==> config.mk <==
export PLATFORM = sky130hd
export DESIGN_NAME = acpi_resource_descriptor_parser_core
export DESIGN_NICKNAME = d
export VERILOG_FILES = /design/src/rtl/ardp_pkg.sv /design/src/rtl/ardp_irq_store.sv /design/src/rtl/acpi_resource_descriptor_parser_core.sv
export VERILOG_INCLUDE_DIRS = /design/src /design/src/rtl
export SDC_FILE = /design/constraint.sdc
export NUM_CORES = 1
export LEC_CHECK = 0
export ABC_CLOCK_PERIOD_IN_PS = 10100
export BUFFER_PORTS_ARGS = -buffer_cell sky130_fd_sc_hd__buf_2
export CAP_MARGIN = 20
export CORE_AREA = 3 3 261 263
export CTS_BUF_LIST = sky130_fd_sc_hd__clkbuf_8
export DETAILED_ROUTE_END_ITERATION = 12
export DIE_AREA = 0 0 264 266
export GPL_ROUTABILITY_DRIVEN = 0
export HOLD_SLACK_MARGIN = 0.1
export PLACE_DENSITY = 0.72
export SETUP_SLACK_MARGIN = 0.15
export SLEW_MARGIN = 20
export SYNTH_ARGS = -nofsm -noshare
export SYNTH_HDL_FRONTEND = slang
export SYNTH_SLANG_ARGS = --single-unit
export TNS_END_PERCENT = 20
==> constraint.sdc <==
create_clock -name clk -period 10.1 [get_ports clk]
set_clock_uncertainty 0.1 [all_clocks]
set_input_delay 1.01 -clock clk [delete_from_list [all_inputs] [get_ports clk]]
set_output_delay 1.01 -clock clk [all_outputs]
set_load 0.01 [all_outputs]
==> src/rtl/acpi_resource_descriptor_parser_core_assert.svh <==
// Assertion macros for the resource descriptor parser core.
// Depends on nothing; the including module provides clk and arst_n.
`ifndef ACPI_RESOURCE_DESCRIPTOR_PARSER_CORE_ASSERT_SVH
`define ACPI_RESOURCE_DESCRIPTOR_PARSER_CORE_ASSERT_SVH

// Same-cycle implication, checked out of reset.
`define ARDP_CHECK(label, ante, cons, msg) \
	label: assert property (@(posedge clk) disable iff (!arst_n) (ante) |-> (cons)) \
		else $error(msg);

// Next-cycle implication, checked out of reset.
`define ARDP_CHECK_NEXT(label, ante, cons, msg) \
	label: assert property (@(posedge clk) disable iff (!arst_n) (ante) |=> (cons)) \
		else $error(msg);

`endif

==> src/rtl/ardp_pkg.sv <==
// Shared types, codes and constants for the resource descriptor parser.
// Used by acpi_resource_descriptor_parser_core and its testbench.
`timescale 1ns / 1ps

package ardp_pkg;

	localparam int MAX_IRQS_DEF = 16;

	localparam logic [7:0] END_TAG     = 8'h79;
	localparam logic [6:0] ITEM_MEM    = 7'h06;
	localparam logic [6:0] ITEM_IRQ    = 7'h09;
	localparam logic [6:0] ITEM_END    = 7'h0F;
	localparam logic [15:0] MEM_LEN    = 16'd9;
	localparam logic [15:0] IRQ_MIN_LEN = 16'd2;

	typedef enum logic [2:0] {
		PH_TAG,
		PH_LLO,
		PH_LHI,
		PH_LPAY,
		PH_SPAY,
		PH_STOP
	} phase_t;

	typedef enum logic [1:0] {
		SQ_RUN,
		SQ_READ,
		SQ_ENTRY,
		SQ_DONE
	} seq_t;

	typedef enum logic [2:0] {
		K_MEM32,
		K_IRQ_HDR,
		K_IRQ_ENTRY,
		K_UNKNOWN,
		K_SMALL,
		K_END,
		K_DONE
	} kind_t;

	typedef struct packed {
		kind_t       kind;
		logic [6:0]  item;
		logic [15:0] len;
		logic [7:0]  attr;
		logic [7:0]  count;
		logic [31:0] word_a;
		logic [31:0] word_b;
		logic        trunc;
		logic        ovf;
		logic        run_end;
	} rec_t;

	function automatic rec_t mk_rec(input kind_t kind, input logic [6:0] item,
		input logic [15:0] len, input logic [7:0] attr, input logic [7:0] count,
		input logic [31:0] word_a, input logic [31:0] word_b, input logic trunc,
		input logic ovf, input logic run_end);
		rec_t r;
		r.kind    = kind;
		r.item    = item;
		r.len     = len;
		r.attr    = attr;
		r.count   = count;
		r.word_a  = word_a;
		r.word_b  = word_b;
		r.trunc   = trunc;
		r.ovf     = ovf;
		r.run_end = run_end;
		return r;
	endfunction

endpackage

==> src/rtl/ardp_irq_store.sv <==
// Store for the IRQ numbers of one Extended IRQ descriptor.
// Single write port, one read port with registered data; no package needed.
`timescale 1ns / 1ps

module ardp_irq_store #(
	parameter int DEPTH  = 16,
	parameter int ADDR_W = 4
) (
	input  logic              clk,
	input  logic              wr_en,
	input  logic [ADDR_W-1:0] wr_addr,
	input  logic [31:0]       wr_data,
	input  logic              rd_en,
	input  logic [ADDR_W-1:0] rd_addr,
	output logic [31:0]       rd_data
);

	logic [31:0] mem_q [DEPTH];
	logic [31:0] rd_data_s1;

	always_ff @(posedge clk) begin
		if (wr_en) begin
			mem_q[wr_addr] <= wr_data;
		end
	end

	always_ff @(posedge clk) begin
		if (rd_en) begin
			rd_data_s1 <= mem_q[rd_addr];
		end
	end

	assign rd_data = rd_data_s1;

endmodule

==> src/rtl/acpi_resource_descriptor_parser_core.sv <==
// Top level of the resource-template descriptor parser.
// Depends on ardp_pkg, ardp_irq_store and the assertion macro header.
`timescale 1ns / 1ps
//
//   Channel   Handshake             Payload
//   input     in_valid / in_ready   data_byte, final_byte
//   output    out_valid / out_ready record_kind .. run_end (none, one or more records per word)
//
// One input word is taken per cycle while the output register can drain.
// A completed Extended IRQ descriptor with stored entries holds the input for
// the first store read and while its entries leave the store's read port, one
// per cycle while the output can drain. A final byte that follows records holds
// the input for the done record. arst_n clears the parser and sequencer state;
// the IRQ store needs no clearing pass as entries are read only after written.
// A stalled output holds its record and closes the input until it is taken.

`include "acpi_resource_descriptor_parser_core_assert.svh"

module acpi_resource_descriptor_parser_core #(
	parameter int MAX_IRQS = ardp_pkg::MAX_IRQS_DEF
) (
	input  logic        clk,
	input  logic        arst_n,
	input  logic        in_valid,
	output logic        in_ready,
	input  logic [7:0]  data_byte,
	input  logic        final_byte,
	output logic        out_valid,
	input  logic        out_ready,
	output logic [2:0]  record_kind,
	output logic [6:0]  item_code,
	output logic [15:0] desc_length,
	output logic [7:0]  attr_byte,
	output logic [7:0]  irq_total,
	output logic [31:0] word_a,
	output logic [31:0] word_b,
	output logic        truncated,
	output logic        irq_overflow,
	output logic        run_end
);

	localparam int FILL_W = $clog2(MAX_IRQS + 1);
	localparam int IDX_W  = (MAX_IRQS > 1) ? $clog2(MAX_IRQS) : 1;

	// Parser state, updated only when a word is accepted.
	ardp_pkg::phase_t phase_q, phase_d;
	logic [6:0]  cur_item_q, cur_item_d;
	logic [15:0] cur_size_q, cur_size_d;
	logic [15:0] pos_q, pos_d;
	logic [7:0]  attr_q, attr_d;
	logic [7:0]  count_q, count_d;
	logic [31:0] base_q, base_d;
	logic [31:0] span_q, span_d;
	logic [FILL_W-1:0] irq_fill_q, irq_fill_d;
	logic        ovf_q, ovf_d;

	// Record sequencer and output register.
	ardp_pkg::seq_t seq_q, seq_d;
	logic [IDX_W-1:0] rd_idx_q, rd_idx_d;
	logic        fin_pend_q, fin_pend_d;
	logic        out_valid_q;
	ardp_pkg::rec_t out_q;

	// Combinational results of parsing the current word.
	ardp_pkg::rec_t rec1;
	logic        rec1_vld;
	logic        burst;
	logic        trunc_now;
	logic        is_mem, is_irq;
	logic [15:0] pos_inc, pos_m2, size_hi;
	logic [1:0]  lane;
	logic        irq_wr_en;
	logic [31:0] irq_wr_data;

	logic        out_free, accept, load, entry_last;
	ardp_pkg::rec_t load_rec;
	logic        rd_en;
	logic [IDX_W-1:0] rd_addr;
	logic [31:0] rd_data;

	assign is_mem  = (cur_item_q == ardp_pkg::ITEM_MEM) && (cur_size_q == ardp_pkg::MEM_LEN);
	assign is_irq  = (cur_item_q == ardp_pkg::ITEM_IRQ) && (cur_size_q >= ardp_pkg::IRQ_MIN_LEN);
	assign pos_inc = pos_q + 16'd1;
	assign pos_m2  = pos_q - 16'd2;
	assign size_hi = {data_byte, cur_size_q[7:0]};
	// Memory32Fixed base bytes sit at positions 1-4 and span bytes at 5-8,
	// so both map to lane (pos - 1) mod 4.
	assign lane    = pos_q[1:0] - 2'd1;
	assign irq_wr_data = {data_byte, span_q[23:0]};

	always_comb begin
		phase_d    = phase_q;
		cur_item_d = cur_item_q;
		cur_size_d = cur_size_q;
		pos_d      = pos_q;
		attr_d     = attr_q;
		count_d    = count_q;
		base_d     = base_q;
		span_d     = span_q;
		irq_fill_d = irq_fill_q;
		ovf_d      = ovf_q;
		rec1       = '0;
		rec1_vld   = 1'b0;
		burst      = 1'b0;
		irq_wr_en  = 1'b0;
		trunc_now  = 1'b0;

		case (phase_q)
			ardp_pkg::PH_TAG: begin
				if (data_byte == ardp_pkg::END_TAG) begin
					rec1_vld = 1'b1;
					rec1 = ardp_pkg::mk_rec(ardp_pkg::K_END, ardp_pkg::ITEM_END, 16'd1,
						8'd0, 8'd0, 32'd0, 32'd0, 1'b0, 1'b0, 1'b0);
					phase_d = ardp_pkg::PH_STOP;
				end else if (data_byte[7]) begin
					cur_item_d = data_byte[6:0];
					cur_size_d = '0;
					pos_d      = '0;
					attr_d     = '0;
					count_d    = '0;
					base_d     = '0;
					span_d     = '0;
					irq_fill_d = '0;
					ovf_d      = 1'b0;
					phase_d    = ardp_pkg::PH_LLO;
				end else begin
					cur_item_d = {3'b000, data_byte[6:3]};
					cur_size_d = {13'd0, data_byte[2:0]};
					pos_d      = '0;
					if (data_byte[2:0] == 3'd0) begin
						rec1_vld = 1'b1;
						rec1 = ardp_pkg::mk_rec(ardp_pkg::K_SMALL, {3'b000, data_byte[6:3]},
							16'd0, 8'd0, 8'd0, 32'd0, 32'd0, 1'b0, 1'b0, 1'b0);
					end else begin
						phase_d = ardp_pkg::PH_SPAY;
					end
				end
			end
			ardp_pkg::PH_LLO: begin
				cur_size_d = {8'd0, data_byte};
				phase_d    = ardp_pkg::PH_LHI;
			end
			ardp_pkg::PH_LHI: begin
				cur_size_d = size_hi;
				if (size_hi == 16'd0) begin
					// An empty large descriptor can match neither decoded item.
					rec1_vld = 1'b1;
					rec1 = ardp_pkg::mk_rec(ardp_pkg::K_UNKNOWN, cur_item_q, 16'd0,
						8'd0, 8'd0, 32'd0, 32'd0, 1'b0, 1'b0, 1'b0);
					phase_d = ardp_pkg::PH_TAG;
				end else begin
					phase_d = ardp_pkg::PH_LPAY;
				end
			end
			ardp_pkg::PH_LPAY: begin
				if (is_mem) begin
					if (pos_q == 16'd0) begin
						attr_d = data_byte;
					end else if (pos_q <= 16'd4) begin
						base_d[{lane, 3'b000} +: 8] = data_byte;
					end else if (pos_q <= 16'd8) begin
						span_d[{lane, 3'b000} +: 8] = data_byte;
					end
				end else if (is_irq) begin
					if (pos_q == 16'd0) begin
						attr_d = data_byte;
					end else if (pos_q == 16'd1) begin
						count_d = data_byte;
					end else begin
						// IRQ words are assembled in span_q, low byte first.
						if (pos_m2[1:0] == 2'd0) begin
							span_d = {24'd0, data_byte};
						end else begin
							span_d[{pos_m2[1:0], 3'b000} +: 8] = data_byte;
						end
						if ((pos_m2[1:0] == 2'd3) && (pos_m2[15:2] < {6'd0, count_q})) begin
							if (irq_fill_q < FILL_W'(MAX_IRQS)) begin
								irq_wr_en  = 1'b1;
								irq_fill_d = irq_fill_q + FILL_W'(1);
							end else begin
								ovf_d = 1'b1;
							end
						end
					end
				end
				pos_d = pos_inc;
				if (pos_inc == cur_size_q) begin
					rec1_vld = 1'b1;
					phase_d  = ardp_pkg::PH_TAG;
					if (is_mem) begin
						rec1 = ardp_pkg::mk_rec(ardp_pkg::K_MEM32, cur_item_q, cur_size_q,
							attr_d, 8'd0, base_d, span_d, 1'b0, 1'b0, 1'b0);
					end else if (is_irq) begin
						rec1 = ardp_pkg::mk_rec(ardp_pkg::K_IRQ_HDR, cur_item_q, cur_size_q,
							attr_d, count_d, 32'd0, 32'd0, 1'b0, ovf_d, 1'b0);
						burst = (irq_fill_d != '0);
					end else begin
						rec1 = ardp_pkg::mk_rec(ardp_pkg::K_UNKNOWN, cur_item_q, cur_size_q,
							8'd0, 8'd0, 32'd0, 32'd0, 1'b0, 1'b0, 1'b0);
					end
				end
			end
			ardp_pkg::PH_SPAY: begin
				pos_d = pos_inc;
				if (pos_inc >= cur_size_q) begin
					rec1_vld = 1'b1;
					rec1 = ardp_pkg::mk_rec(ardp_pkg::K_SMALL, cur_item_q, cur_size_q,
						8'd0, 8'd0, 32'd0, 32'd0, 1'b0, 1'b0, 1'b0);
					phase_d = ardp_pkg::PH_TAG;
				end
			end
			default: begin
			end
		endcase

		rec1.run_end = !final_byte && !burst;

		// The last byte of a buffer closes it and puts the parser back at a tag.
		if (final_byte) begin
			trunc_now = (phase_d != ardp_pkg::PH_TAG) && (phase_d != ardp_pkg::PH_STOP);
			phase_d   = ardp_pkg::PH_TAG;
		end
	end

	assign out_free   = !out_valid_q || out_ready;
	assign in_ready   = (seq_q == ardp_pkg::SQ_RUN) && out_free;
	assign accept     = in_valid && in_ready;
	assign entry_last = ((FILL_W'(rd_idx_q) + FILL_W'(1)) == irq_fill_q);

	always_comb begin
		seq_d      = seq_q;
		rd_idx_d   = rd_idx_q;
		fin_pend_d = fin_pend_q;
		load       = 1'b0;
		load_rec   = rec1;
		rd_en      = 1'b0;
		rd_addr    = rd_idx_q;

		case (seq_q)
			ardp_pkg::SQ_RUN: begin
				if (accept) begin
					if (rec1_vld) begin
						load = 1'b1;
						if (burst) begin
							seq_d      = ardp_pkg::SQ_READ;
							rd_idx_d   = '0;
							fin_pend_d = final_byte;
						end else if (final_byte) begin
							seq_d = ardp_pkg::SQ_DONE;
						end
					end else if (final_byte) begin
						load = 1'b1;
						load_rec = ardp_pkg::mk_rec(ardp_pkg::K_DONE, 7'd0, 16'd0, 8'd0,
							8'd0, 32'd0, 32'd0, trunc_now, 1'b0, 1'b1);
					end
				end
			end
			ardp_pkg::SQ_READ: begin
				rd_en = 1'b1;
				seq_d = ardp_pkg::SQ_ENTRY;
			end
			ardp_pkg::SQ_ENTRY: begin
				if (out_free) begin
					load = 1'b1;
					load_rec = ardp_pkg::mk_rec(ardp_pkg::K_IRQ_ENTRY, cur_item_q, cur_size_q,
						attr_q, count_q, rd_data, 32'd0, 1'b0, 1'b0,
						entry_last && !fin_pend_q);
					if (entry_last) begin
						seq_d = fin_pend_q ? ardp_pkg::SQ_DONE : ardp_pkg::SQ_RUN;
					end else begin
						// Fetch the next entry while this one goes out.
						rd_idx_d = rd_idx_q + IDX_W'(1);
						rd_en    = 1'b1;
						rd_addr  = rd_idx_q + IDX_W'(1);
					end
				end
			end
			ardp_pkg::SQ_DONE: begin
				if (out_free) begin
					// A done record here follows a completed descriptor, so the
					// buffer did not end inside one.
					load = 1'b1;
					load_rec = ardp_pkg::mk_rec(ardp_pkg::K_DONE, 7'd0, 16'd0, 8'd0,
						8'd0, 32'd0, 32'd0, 1'b0, 1'b0, 1'b1);
					seq_d = ardp_pkg::SQ_RUN;
				end
			end
			default: begin
				seq_d = ardp_pkg::SQ_RUN;
			end
		endcase
	end

	always_ff @(posedge clk or negedge arst_n) begin
		if (!arst_n) begin
			phase_q     <= ardp_pkg::PH_TAG;
			irq_fill_q  <= '0;
			ovf_q       <= 1'b0;
			seq_q       <= ardp_pkg::SQ_RUN;
			rd_idx_q    <= '0;
			fin_pend_q  <= 1'b0;
			out_valid_q <= 1'b0;
		end else begin
			if (accept) begin
				phase_q    <= phase_d;
				irq_fill_q <= irq_fill_d;
				ovf_q      <= ovf_d;
			end
			seq_q      <= seq_d;
			rd_idx_q   <= rd_idx_d;
			fin_pend_q <= fin_pend_d;
			if (load) begin
				out_valid_q <= 1'b1;
			end else if (out_ready) begin
				out_valid_q <= 1'b0;
			end
		end
	end

	always_ff @(posedge clk) begin
		if (accept) begin
			cur_item_q <= cur_item_d;
			cur_size_q <= cur_size_d;
			pos_q      <= pos_d;
			attr_q     <= attr_d;
			count_q    <= count_d;
			base_q     <= base_d;
			span_q     <= span_d;
		end
		if (load) begin
			out_q <= load_rec;
		end
	end

	ardp_irq_store #(
		.DEPTH  (MAX_IRQS),
		.ADDR_W (IDX_W)
	) u_irq_store (
		.clk     (clk),
		.wr_en   (accept && irq_wr_en),
		.wr_addr (irq_fill_q[IDX_W-1:0]),
		.wr_data (irq_wr_data),
		.rd_en   (rd_en),
		.rd_addr (rd_addr),
		.rd_data (rd_data)
	);

	assign out_valid    = out_valid_q;
	assign record_kind  = out_q.kind;
	assign item_code    = out_q.item;
	assign desc_length  = out_q.len;
	assign attr_byte    = out_q.attr;
	assign irq_total    = out_q.count;
	assign word_a       = out_q.word_a;
	assign word_b       = out_q.word_b;
	assign truncated    = out_q.trunc;
	assign irq_overflow = out_q.ovf;
	assign run_end      = out_q.run_end;

	// The fill count never passes the store depth.
	`ARDP_CHECK(a_fill_bound, 1'b1, irq_fill_q <= FILL_W'(MAX_IRQS), "IRQ fill beyond store depth")
	// An entry is only read back from a slot that was filled.
	`ARDP_CHECK(a_entry_in_range, seq_q == ardp_pkg::SQ_ENTRY, FILL_W'(rd_idx_q) < irq_fill_q, "IRQ entry read past fill")
	// A store read is always followed by the entry state that emits its entry.
	`ARDP_CHECK_NEXT(a_read_then_entry, seq_q == ardp_pkg::SQ_READ, seq_q == ardp_pkg::SQ_ENTRY, "store read not followed by entry")

endmodule

# Yosys cells after proc, flatten, opt, wreduce, memory -nomap -nowiden
# Memories as Yosys holds them, arrays and structs flattened. A register that Yosys moved wholly into a read port is not among the register bits.
# Cells that the tools add are included.
# totals
rom_bits	0
latch_bits	0
ram_bits	512
mem_count	1
output_inout_bits	111
register_bits	245
# memory_table
memory	depth	width	read_ports	rd_clocked_by_memory_dff	write_ports	line	source
u_irq_store.mem_q	16	32	1	1	1	ardp_irq_store.sv:18	logic [31:0] mem_q [DEPTH];
# op_classes
reduce_logical	38
shifts	4
bitwise_logic	2
magnitude_cmp	6
n_eq_ne	25
add_sub_neg	8
mul	0
mux	123
n_div	0
# op_table
op	n
109-bit 2-to-1 mux	9
109-bit case mux with 4 select lines	1
108-bit 2-to-1 mux	4
32-bit 2-to-1 mux	13
109-bit case mux with 3 select lines	1
32-bit case mux with 2 select lines	2
32-bit bitwise mux	3
8-bit 2-to-1 mux	9
8-bit by 7-bit variable shift with 32-bit output (first input constant)	2
8-bit by 7-bit indexed part select with 32-bit output	2
16-bit case mux with 3 select lines	1
5-bit 2-to-1 mux	9
1-bit 2-to-1 mux	35
16-bit logical NOT	2
16-bit 2-to-1 mux	2
16-bit case mux with 2 select lines	1
8-bit case mux with 2 select lines	2
4-bit 2-to-1 mux	7
3-bit 2-to-1 mux	7
2-bit 2-to-1 mux	9
16-bit by 1-bit adder with 16-bit output (second input constant)	1
16-bit by 1-bit == test with 1-bit output (second input constant)	1
16-bit == test	1
16-bit by 4-bit == test with 1-bit output (second input constant)	1
other kinds (42)	81

# Depth between registers and ports, before layout
# Gate-level depths: netlist (run 1).
# logic_depth
ltp_word	20
ltp_mapped	17
ltp_nobuf	15

# Hierarchy
# A second synthesis (run 1) with hierarchy kept.
# unflattened
cells_unflattened	2106
area_unflattened_um2	33631.0
# by_module_without_submodules
mod	area_each_um2	cells_per_inst	seq_area_each_um2	instances
ardp_irq_store	20155.6	838	16335.7	1
acpi_resource_descriptor_parser_core	13475.4	1268	7272.0	1

# Worst setup path before layout (run 1)
# No wires, ideal clock.
# synth_timing
path_kind	reg-to-reg
from	register pos_q[3]
to	register out_q, in the netlist attr_byte[0], enable pin
t_arrival_ns	7.657
synth_period_minus_slack_ns	8.335
stages_incl_launch_ff	16
slack_ns	1.765
path_buffers	1
required_ns	9.422
path_cell_list	edfxtp_1 clkbuf_1 and3_1 and3_1 nand3_1 nor2_1 nand3_1 xnor2_1 ha_1 nand4_1 or3_1 a211o_1 a32o_1 nand3_1 a21oi_1 nor2_1
# synth_via
elab_chain_cells	7
word_cells_on_any_way	9
classes_between	add/sub: 1; order compare: 1; eq/ne: 1; mux: 6
# synth_rtl
item	line	source
start: declaration	acpi_resource_descriptor_parser_core.sv:49	logic [15:0] pos_q, pos_d;
start signal: assignment	acpi_resource_descriptor_parser_core.sv:324	pos_q <= pos_d;
16-bit by 1-bit adder with 16-bit output *	acpi_resource_descriptor_parser_core.sv:83	assign pos_inc = pos_q + 16'd1;
via pos_inc[15]	acpi_resource_descriptor_parser_core.sv:70	logic [15:0] pos_inc, pos_m2, size_hi;
16-bit >= comparator / 16-bit == test (equally long branches)	acpi_resource_descriptor_parser_core.sv:205, acpi_resource_descriptor_parser_core.sv:187	
1-bit 2-to-1 mux, on equally long branches	acpi_resource_descriptor_parser_core.sv:205, acpi_resource_descriptor_parser_core.sv:187	
1-bit case mux with 4 select lines *	acpi_resource_descriptor_parser_core.sv:108	case (phase_q)
1-bit 2-to-1 mux *	acpi_resource_descriptor_parser_core.sv:242	if (rec1_vld) begin
1-bit 2-to-1 mux *	acpi_resource_descriptor_parser_core.sv:241	if (accept) begin
1-bit case mux with 2 select lines *	acpi_resource_descriptor_parser_core.sv:239	case (seq_q)
via load	acpi_resource_descriptor_parser_core.sv:75	logic out_free, accept, load, entry_last;
end signal: assignment	acpi_resource_descriptor_parser_core.sv:331	out_q <= load_rec;
end: declaration	acpi_resource_descriptor_parser_core.sv:62	ardp_pkg::rec_t out_q;
# Mark *: on every way through the listed nets, which the timed path passes. The rest lies on a longest branch.
# A chain may end at the register's enable or synchronous reset.

# Final worst setup path (run 1)
# layout_timing
from	register pos_q[3]
to	register out_q, in the netlist record_kind[0], enable pin
# The elaborated chain is that of the path after synthesis.

==> metrics.txt, run 1 <==
# TYPE chip_impl_metric gauge
chip_impl_metric{name="cts.repair_timing.setup_buffer_count",unit=""} 0
chip_impl_metric{name="largest_net_degree_at_the_start_of_global_routing",unit=""} 121
chip_impl_info{name="synthDominantAreaCellType",value="sky130_fd_sc_hd__edfxtp_1"} 1
chip_impl_metric{name="drc_markers",unit=""} 0
chip_impl_metric{name="gr-usage-all-layers",unit="%"} 23.6
chip_impl_metric{name="vdd_ir_drop_max",unit="uV"} 634
chip_impl_metric{name="die-height",unit="um"} 266
chip_impl_metric{name="synthDistinctLibCells",unit=""} 70
chip_impl_metric{name="portBuffers",unit=""} 123
chip_impl_metric{name="cp.depth",unit=""} 15
chip_impl_metric{name="route.met3.wl",unit="um"} 7410
chip_impl_metric{name="tightest_slew",unit="ns"} 1.10
chip_impl_info{name="endpoint_kind",value="register"} 1
chip_impl_metric{name="synthesis.area",unit="sq mm"} 0.0337
chip_impl_metric{name="timing.final.hold_violations",unit=""} 0
chip_impl_metric{name="die-width",unit="um"} 264
chip_impl_metric{name="power.leakage",unit="nW"} 13.7
chip_impl_info{name="hp-class",value="register to register"} 1
chip_impl_metric{name="clk_pin_slew_worst_paths",unit="ns"} 0.07
chip_impl_metric{name="numCtsBuffers",unit=""} 117
chip_impl_metric{name="worst_r2r_path_depth",unit=""} 15
chip_impl_info{name="netlist_top_cells_area",value="sky130_fd_sc_hd__edfxtp_1 (69%), sky130_fd_sc_hd__mux2i_1 (8.0%), sky130_fd_sc_hd__o22ai_1 (2.5%)"} 1
chip_impl_info{name="cells_along_the_critical_path",value="and3_1 -> and3_1 -> nand3_1 -> nor2_1 -> nand3_1 -> xnor2_1 -> ha_1 -> nand4_1 -> or3_1 -> a211o_1 -> a32o_1 -> nand3_1 -> a21oi_1 -> nor2_4 -> buf_4"} 1
chip_impl_metric{name="floorplan.rows",unit=""} 94
chip_impl_metric{name="power.density_cell_area",unit="mW/mm^2"} 271
chip_impl_metric{name="critPathBufInv",unit=""} 1
chip_impl_info{name="outcome",value="completed"} 1
chip_impl_metric{name="htreeDepth",unit=""} 3
chip_impl_metric{name="finalSetupTns",unit="ns"} 0
chip_impl_metric{name="met2_length",unit="um"} 39800
chip_impl_metric{name="yosys.area.top_type_share",unit="%"} 68.9
chip_impl_metric{name="timing.final.crit_period",unit="ns"} 5.80
chip_impl_metric{name="path_max_fanout",unit=""} 75
chip_impl_metric{name="timing_max_transition_violations_final",unit=""} 0
chip_impl_metric{name="initial_utilization",unit="%"} 51.1
chip_impl_info{name="worst_path_max_delay_cell",value="sky130_fd_sc_hd__buf_4"} 1
chip_impl_metric{name="worstPathRequired",unit="ns"} 10.32
chip_impl_info{name="yosys_most_used_dff",value="sky130_fd_sc_hd__edfxtp_1"} 1
chip_impl_metric{name="postLayoutCellArea",unit="sq mm"} 0.0375
chip_impl_info{name="worst_setup_path_start_kind",value="register"} 1
chip_impl_metric{name="grt_pass1_vias",unit=""} 21000
chip_impl_metric{name="clkSinkCount",unit=""} 789
chip_impl_metric{name="cp_data_arrival_time",unit="ns"} 6.02
chip_impl_info{name="worst_path_dominant_cell_family",value="simple AND/OR/NAND/NOR gates"} 1
chip_impl_metric{name="per_instance_average_area_after_synthesis",unit="sq um"} 14.3
chip_impl_metric{name="route.vias.total",unit=""} 21300
chip_impl_metric{name="mappedNetlistNets",unit=""} 2408
chip_impl_metric{name="via_density_per_instance",unit=""} 6.16
chip_impl_info{name="tritoncts",value="yes"} 1
chip_impl_info{name="rsz0062_at_grt",value="no"} 1
chip_impl_metric{name="yosys_register_bits",unit=""} 789
chip_impl_metric{name="fmax",unit="MHz"} 172
chip_impl_metric{name="routed_wl",unit="um"} 84600
chip_impl_metric{name="synthesis.instances",unit=""} 2354
chip_impl_info{name="top_signal_layer_used",value="met5"} 1
chip_impl_metric{name="yosys_warnings",unit=""} 0
chip_impl_metric{name="overflow",unit=""} 0
chip_impl_metric{name="min_delay_path_depth",unit=""} 1
chip_impl_metric{name="num_io_pins",unit=""} 124
chip_impl_metric{name="number_of_enable_flip_flop_cells_after_synthesis",unit=""} 772
chip_impl_metric{name="post_dp_cell_area",unit="sq mm"} 0.0352
chip_impl_metric{name="r2r_setup_slack",unit="ns"} 4.30
chip_impl_metric{name="core_area",unit="sq mm"} 0.0659
chip_impl_metric{name="drt_first_iter_violations",unit=""} 2376
chip_impl_metric{name="layout_filler_cell_count",unit=""} 5109
chip_impl_info{name="hold-path-endpoint",value="ovf_q"} 1
chip_impl_metric{name="syn_to_final_growth",unit="%"} 11.4
chip_impl_metric{name="max-clock-path-buffers",unit=""} 3
chip_impl_metric{name="setup_viol",unit=""} 0
chip_impl_info{name="clockRootBuffer",value="sky130_fd_sc_hd__clkbuf_8"} 1
chip_impl_metric{name="antenna_found_initial",unit=""} 3
chip_impl_metric{name="post_cts_resize_count",unit=""} 0
chip_impl_metric{name="detailedRoute.firstPassIterationCount",unit=""} 5
chip_impl_info{name="worstHoldStart",value="ovf_q"} 1
chip_impl_metric{name="worst_slew_margin_rel",unit="%"} 26.0
chip_impl_metric{name="yosysSeqAreaShare",unit="%"} 70.1
chip_impl_info{name="critical_path.reg2reg.startpoint",value="pos_q[3]"} 1
chip_impl_info{name="cpMostUsedCell",value="sky130_fd_sc_hd__nand3_1"} 1
chip_impl_info{name="critical_path.reg2reg.endpoint",value="record_kind[0]"} 1
chip_impl_metric{name="detail_route.wl_per_cell",unit="um"} 24.5
chip_impl_info{name="path_class",value="register to register"} 1
chip_impl_metric{name="hpwl",unit="um"} 52200
chip_impl_metric{name="final_layout_size_suffix_gt1_share",unit="%"} 13.4
chip_impl_metric{name="design.final.nets",unit=""} 2548
chip_impl_metric{name="postCtsHoldBufs",unit=""} 1
chip_impl_metric{name="wl_met1",unit="um"} 34300
chip_impl_metric{name="cap_viol_max_count",unit=""} 0
chip_impl_metric{name="die_area",unit="sq mm"} 0.0702
chip_impl_metric{name="min_period_over_period",unit="%"} 57.5
chip_impl_metric{name="wire_length_of_the_first_global_routing_pass",unit="um"} 127000
chip_impl_metric{name="detail-route-antenna-nets",unit=""} 0
chip_impl_metric{name="critical_path.max_stage_delay",unit="ns"} 0.82
chip_impl_metric{name="skew_pair_late_insertion_delay",unit="ns"} 0.73
chip_impl_metric{name="synth_async_sr_flop_share",unit="%"} 2.15
## per-stage QoR
stage | worst slack [ns] | power, mW | hold WS [ns] | std cells | utilization [%]
2_1_floorplan | 1.76 | 6.72 | 0.359 | 2354 | -
3_3_place_gp | 4.66 | 7.66 | 0.370 | 3237 | 53.5
3_5_place_dp | 4.40 | 7.75 | 0.392 | 3237 | 53.5
4_1_cts | 4.38 | 10.2 | 0.407 | 3451 | 56.9
5_1_grt | 3.89 | 10.6 | 0.424 | 3454 | 56.9
6_report | 4.30 | 10.2 | 0.405 | 3456 | 56.9
## flip-flops by register name, indices dropped and copies added (netlist names), 2 cells and up
signal,cells
desc_length,16
cur_size_q,16
count_q,8
rd_idx_q,4
word_a,32
record_kind,3
irq_total,8
item_code,7
attr_q,8
pos_q,16
attr_byte,8
seq_q,2
word_b,32
u_irq_store.rd_data,32
span_q,32
u_irq_store.mem_q,512
irq_fill_q,5
cur_item_q,7
phase_q,3
base_q,32
## power breakdown
| group | switching [mW] | internal [mW] | leakage [nW] |
|---|---|---|---|
| logic | 2.01 | 1.25 | 5.04 |
| registers | 0.276 | 4.19 | 7.35 |
| clock network | 1.21 | 1.23 | 1.27 |
| total | 3.50 | 6.67 | 13.7 |
## how the worst max path moves through the flow
stage | startpoint | to | slack [ns]
after global routing | pos_q[3] | record_kind[0] | 3.89
final | pos_q[3] | record_kind[0] | 4.30
after detailed placement | pos_q[3] | word_b[2] | 4.40
after CTS | pos_q[0] | desc_length[5] | 4.38
after floorplan | pos_q[3] | attr_byte[0] | 1.76
after global placement | pos_q[0] | word_a[6] | 4.66
## layout by cell type (no fill, tap or decap), types with 50 or more instances in the layout
cell type,Yosys,routed
sky130_fd_sc_hd__edfxtp_1,772,772
sky130_fd_sc_hd__mux2i_1,268,267
sky130_fd_sc_hd__nor2_1,186,180
sky130_fd_sc_hd__o22ai_1,135,135
sky130_fd_sc_hd__nand2_1,134,133
sky130_fd_sc_hd__buf_2,33,123
sky130_fd_sc_hd__clkbuf_8,0,119
sky130_fd_sc_hd__inv_1,58,100
sky130_fd_sc_hd__a21oi_1,96,96
sky130_fd_sc_hd__o21ai_0,50,50
## final cells by class
type | count | area, sq um | share of cell area (%)
Sequential cell | 789 | 23600 | 63.0
Clock buffer | 119 | 1640 | 4.37
Clock inverter | 94 | 552 | 1.47
Inverter | 59 | 223 | 0.594
Antenna cell | 4 | 10.0 | 0.0267
Timing Repair Buffer | 167 | 993 | 2.65
Tap cell | 864 | 1080 | 2.88
Multi-Input combinational cell | 1360 | 9390 | 25.0
## routing by layer
layer | vias to the layer above | global-route usage [%]
li1 | 9420 | -
met1 | 10500 | 32.4
met2 | 1096 | 37.5
met3 | 239 | 4.19
met4 | 2 | 9.75
met5 | - | 0
## synth_stat cells (33+ instances only)
library cell,number
sky130_fd_sc_hd__a21oi_1,96
sky130_fd_sc_hd__buf_2,33
sky130_fd_sc_hd__clkbuf_1,108
sky130_fd_sc_hd__edfxtp_1,772
sky130_fd_sc_hd__ha_1,41
sky130_fd_sc_hd__inv_1,58
sky130_fd_sc_hd__mux2i_1,268
sky130_fd_sc_hd__nand2_1,134
sky130_fd_sc_hd__nand3_1,41
sky130_fd_sc_hd__nor2_1,186
sky130_fd_sc_hd__nor3_1,34
sky130_fd_sc_hd__o21ai_0,50
sky130_fd_sc_hd__o22ai_1,135
sky130_fd_sc_hd__or4_1,36
## cell families after synthesis
group	after synthesis	share of synthesized area, %
simple gates	557	7.97
buf+inv	205	2.43
xor+xnor	29	0.777
mux	271	8.07
compound gates	462	9.11
flops	789	70.1
fa+ha+maj	41	1.52
## worst register-to-register path: stages, from the launching register on
cell,delay [ns]
sky130_fd_sc_hd__edfxtp_1,0.59
sky130_fd_sc_hd__and3_1,0.26
sky130_fd_sc_hd__and3_1,0.21
sky130_fd_sc_hd__nand3_1,0.10
sky130_fd_sc_hd__nor2_1,0.28
sky130_fd_sc_hd__nand3_1,0.15
sky130_fd_sc_hd__xnor2_1,0.17
sky130_fd_sc_hd__ha_1,0.31
sky130_fd_sc_hd__nand4_1,0.23
sky130_fd_sc_hd__or3_1,0.43
sky130_fd_sc_hd__a211o_1,0.31
sky130_fd_sc_hd__a32o_1,0.32
sky130_fd_sc_hd__nand3_1,0.10
sky130_fd_sc_hd__a21oi_1,0.12
sky130_fd_sc_hd__nor2_4,0.80
sky130_fd_sc_hd__buf_4,0.85
Power figures use the tool's default switching activity.
==> run 2: changes to the inputs <==
ABC_CLOCK_PERIOD_IN_PS = 5200   (was 10100)
PLACE_DENSITY = 0.75   (was 0.72)
clock period = 5.2 ns   (was 10.1 ns; I/O delays follow)
==> run 2 against run 1 <==
  * Wire length rose by 3.6%
  * Count of clock-buffer cells in the layout fell by 4
  * Sequential share of layout area fell by 1.0 points
  * Highest routed layer unchanged
==> metrics.txt, run 2 (same netlist as run 1, synthesis figures left out) <==
# TYPE chip_impl_metric gauge
chip_impl_metric{name="htreeDepth",unit=""} 3
chip_impl_metric{name="gr-usage-all-layers",unit="%"} 24.5
chip_impl_metric{name="path_max_fanout",unit=""} 64
chip_impl_metric{name="core_area",unit="sq mm"} 0.0659
chip_impl_metric{name="drt_first_iter_violations",unit=""} 2513
chip_impl_info{name="outcome",value="completed"} 1
chip_impl_metric{name="grt_pass1_vias",unit=""} 21700
chip_impl_metric{name="n_antenna_cell",unit=""} 0
chip_impl_metric{name="portBuffers",unit=""} 123
chip_impl_metric{name="routed_wl",unit="um"} 87600
chip_impl_metric{name="antenna_found_initial",unit=""} 4
chip_impl_metric{name="total_power",unit="mW"} 20.2
chip_impl_metric{name="detailedRoute.firstPassIterationCount",unit=""} 6
chip_impl_metric{name="min_period_over_period",unit="%"} 94.4
chip_impl_metric{name="power.leakage",unit="nW"} 13.9
chip_impl_metric{name="worstPathRequired",unit="ns"} 5.65
chip_impl_metric{name="clkSinkCount",unit=""} 789
chip_impl_metric{name="clk_pin_slew_worst_paths",unit="ns"} 0.07
chip_impl_info{name="path_class",value="register to register"} 1
chip_impl_metric{name="timing_max_transition_violations_final",unit=""} 0
chip_impl_metric{name="cts.repair_timing.setup_buffer_count",unit=""} 0
chip_impl_info{name="most_frequent_standard_cell_in_the_layout_excluding_fill_and_tap_cells",value="sky130_fd_sc_hd__edfxtp_1"} 1
chip_impl_metric{name="post_dp_cell_area",unit="sq mm"} 0.0358
chip_impl_metric{name="vdd_ir_drop_max",unit="uV"} 382
chip_impl_metric{name="power.density_cell_area",unit="mW/mm^2"} 530
chip_impl_metric{name="timing.final.hold_violations",unit=""} 0
chip_impl_info{name="hp-class",value="primary input to register"} 1
chip_impl_metric{name="overflow",unit=""} 0
chip_impl_metric{name="place_worst_setup_slack",unit="ns"} 0.229
chip_impl_metric{name="die-height",unit="um"} 266
chip_impl_metric{name="cap_viol_max_count",unit=""} 0
chip_impl_info{name="tritoncts",value="yes"} 1
chip_impl_metric{name="skew_pair_late_insertion_delay",unit="ns"} 0.75
chip_impl_metric{name="die_area",unit="sq mm"} 0.0702
chip_impl_metric{name="tightest_slew",unit="ns"} 1.19
chip_impl_metric{name="post-route-util",unit="%"} 57.9
chip_impl_metric{name="die-width",unit="um"} 264
chip_impl_metric{name="floorplan.rows",unit=""} 94
chip_impl_metric{name="syn_to_final_growth",unit="%"} 13.2
chip_impl_metric{name="detail_route.wl_per_cell",unit="um"} 25.1
chip_impl_metric{name="postLayoutCellArea",unit="sq mm"} 0.0381
chip_impl_info{name="worst_setup_path_start_kind",value="register"} 1
chip_impl_metric{name="fmax",unit="MHz"} 204
chip_impl_metric{name="drc_markers",unit=""} 0
chip_impl_metric{name="numCtsBuffers",unit=""} 115
chip_impl_metric{name="finalWorstSetupSlack",unit="ns"} 0.289
chip_impl_metric{name="final_layout_size_suffix_gt1_share",unit="%"} 15.7
chip_impl_metric{name="timing.final.crit_period",unit="ns"} 4.91
chip_impl_info{name="rsz0062_at_grt",value="yes"} 1
chip_impl_info{name="clockRootBuffer",value="sky130_fd_sc_hd__clkbuf_8"} 1
chip_impl_metric{name="via_density_per_instance",unit=""} 6.24
chip_impl_metric{name="largest_register_ffs",unit=""} 512
chip_impl_metric{name="wire_length_of_the_first_global_routing_pass",unit="um"} 131000
chip_impl_metric{name="whs",unit="ns"} 0.136
chip_impl_metric{name="cp_data_arrival_time",unit="ns"} 5.36
chip_impl_metric{name="num_io_pins",unit=""} 124
chip_impl_metric{name="setup_viol",unit=""} 0
chip_impl_metric{name="dpl.cell_count",unit=""} 3277
chip_impl_metric{name="max-clock-path-buffers",unit=""} 3
chip_impl_metric{name="initial_utilization",unit="%"} 51.1
chip_impl_metric{name="worst_slew_margin_rel",unit="%"} 20.9
chip_impl_metric{name="route.vias.total",unit=""} 21800
chip_impl_metric{name="finalSetupTns",unit="ns"} 0
chip_impl_metric{name="design.final.nets",unit=""} 2589
chip_impl_info{name="endpoint_kind",value="register"} 1
chip_impl_info{name="registers.top_by_ff_count",value="u_irq_store.mem_q"} 1
chip_impl_metric{name="detail-route-antenna-nets",unit=""} 0
chip_impl_metric{name="hpwl",unit="um"} 55200
chip_impl_info{name="final_cell_mix",value="sky130_fd_sc_hd__edfxtp_1 (772), sky130_fd_sc_hd__mux2i_1 (267), sky130_fd_sc_hd__nor2_1 (181)"} 1
chip_impl_metric{name="fin_cells",unit=""} 3491
chip_impl_metric{name="largest_net_degree_at_the_start_of_global_routing",unit=""} 97
-- run 2: cell types whose count changed in the layout (fill, tap and decap cells not counted), sizes merged --
cell and change:
clkinv +7, diode -4, clkbuf -4, dlygate4sd3 +3, buf +40, clkinvlp +7
bufinv +3, inv -17
-- run 2: cell type report --
cell class              instances  area (sq um)
fillers                      4965         27700
flip-flops and latches        789         23600
multi-input cells            1360          9470
clock buffers                 115          1580
repair buffers                210          1480
well taps                     864          1080
clock inverters                94           684
inverters                      59           223
-- run 2: timing repair --
item,in CTS,in global routing
hold buffers,4,0
hold endpoints to repair,21,0
setup endpoints to repair,0,96
resized for setup,0,8
-- run 2: power breakdown --
part | internal (mW) | leakage (nW) | switching (mW) | total [mW]
Sequential | 8.14 | 7.35 | 0.480 | 8.62
Clock | 2.50 | 1.24 | 2.38 | 4.88
Combinational | 2.58 | 5.32 | 4.13 | 6.72
-- run 2: layer usage --
metal	track usage, %	up-vias	part of all wire [%]
met5	0	-	0.039
met4	11.2	4	4.4
met3	4.84	258	9.9
met2	39.3	1266	47
met1	32.7	10700	38
li1	-	9501	-
-- run 2: path summary, 6_finish.rpt --
path / from / to / slack [ns] / depth (start not counted)
worst max-delay path: pos_q[3] / word_a[13] / 0.29 / 16
worst min-delay path: in_valid / phase_q[0] / 0.14 / 3
worst max register to register: pos_q[3] / word_a[13] / 0.29 / 16
worst min register to register: ovf_q / ovf_q / 0.39 / 1
max in group asynchronous: arst_n / irq_fill_q[3] / 4.51 / 2
min in group asynchronous: arst_n / irq_fill_q[1] / 0.18 / 2
-- run 2: worst max-delay path, cell delays in order (launching register included) --
cell and delay [ns]:
sky130_fd_sc_hd__edfxtp_1 0.60, sky130_fd_sc_hd__and3_1 0.24, sky130_fd_sc_hd__and3_1 0.20, sky130_fd_sc_hd__nand3_1 0.11, sky130_fd_sc_hd__nor2_1 0.27, sky130_fd_sc_hd__nand3_1 0.16
sky130_fd_sc_hd__xnor2_1 0.19, sky130_fd_sc_hd__ha_1 0.33, sky130_fd_sc_hd__nand4_1 0.20, sky130_fd_sc_hd__or3_1 0.42, sky130_fd_sc_hd__a211o_1 0.31, sky130_fd_sc_hd__a32o_1 0.33
sky130_fd_sc_hd__nand4_1 0.26, sky130_fd_sc_hd__a21o_1 0.26, sky130_fd_sc_hd__nand3_2 0.12, sky130_fd_sc_hd__buf_12 0.22, sky130_fd_sc_hd__o21ai_0 0.29
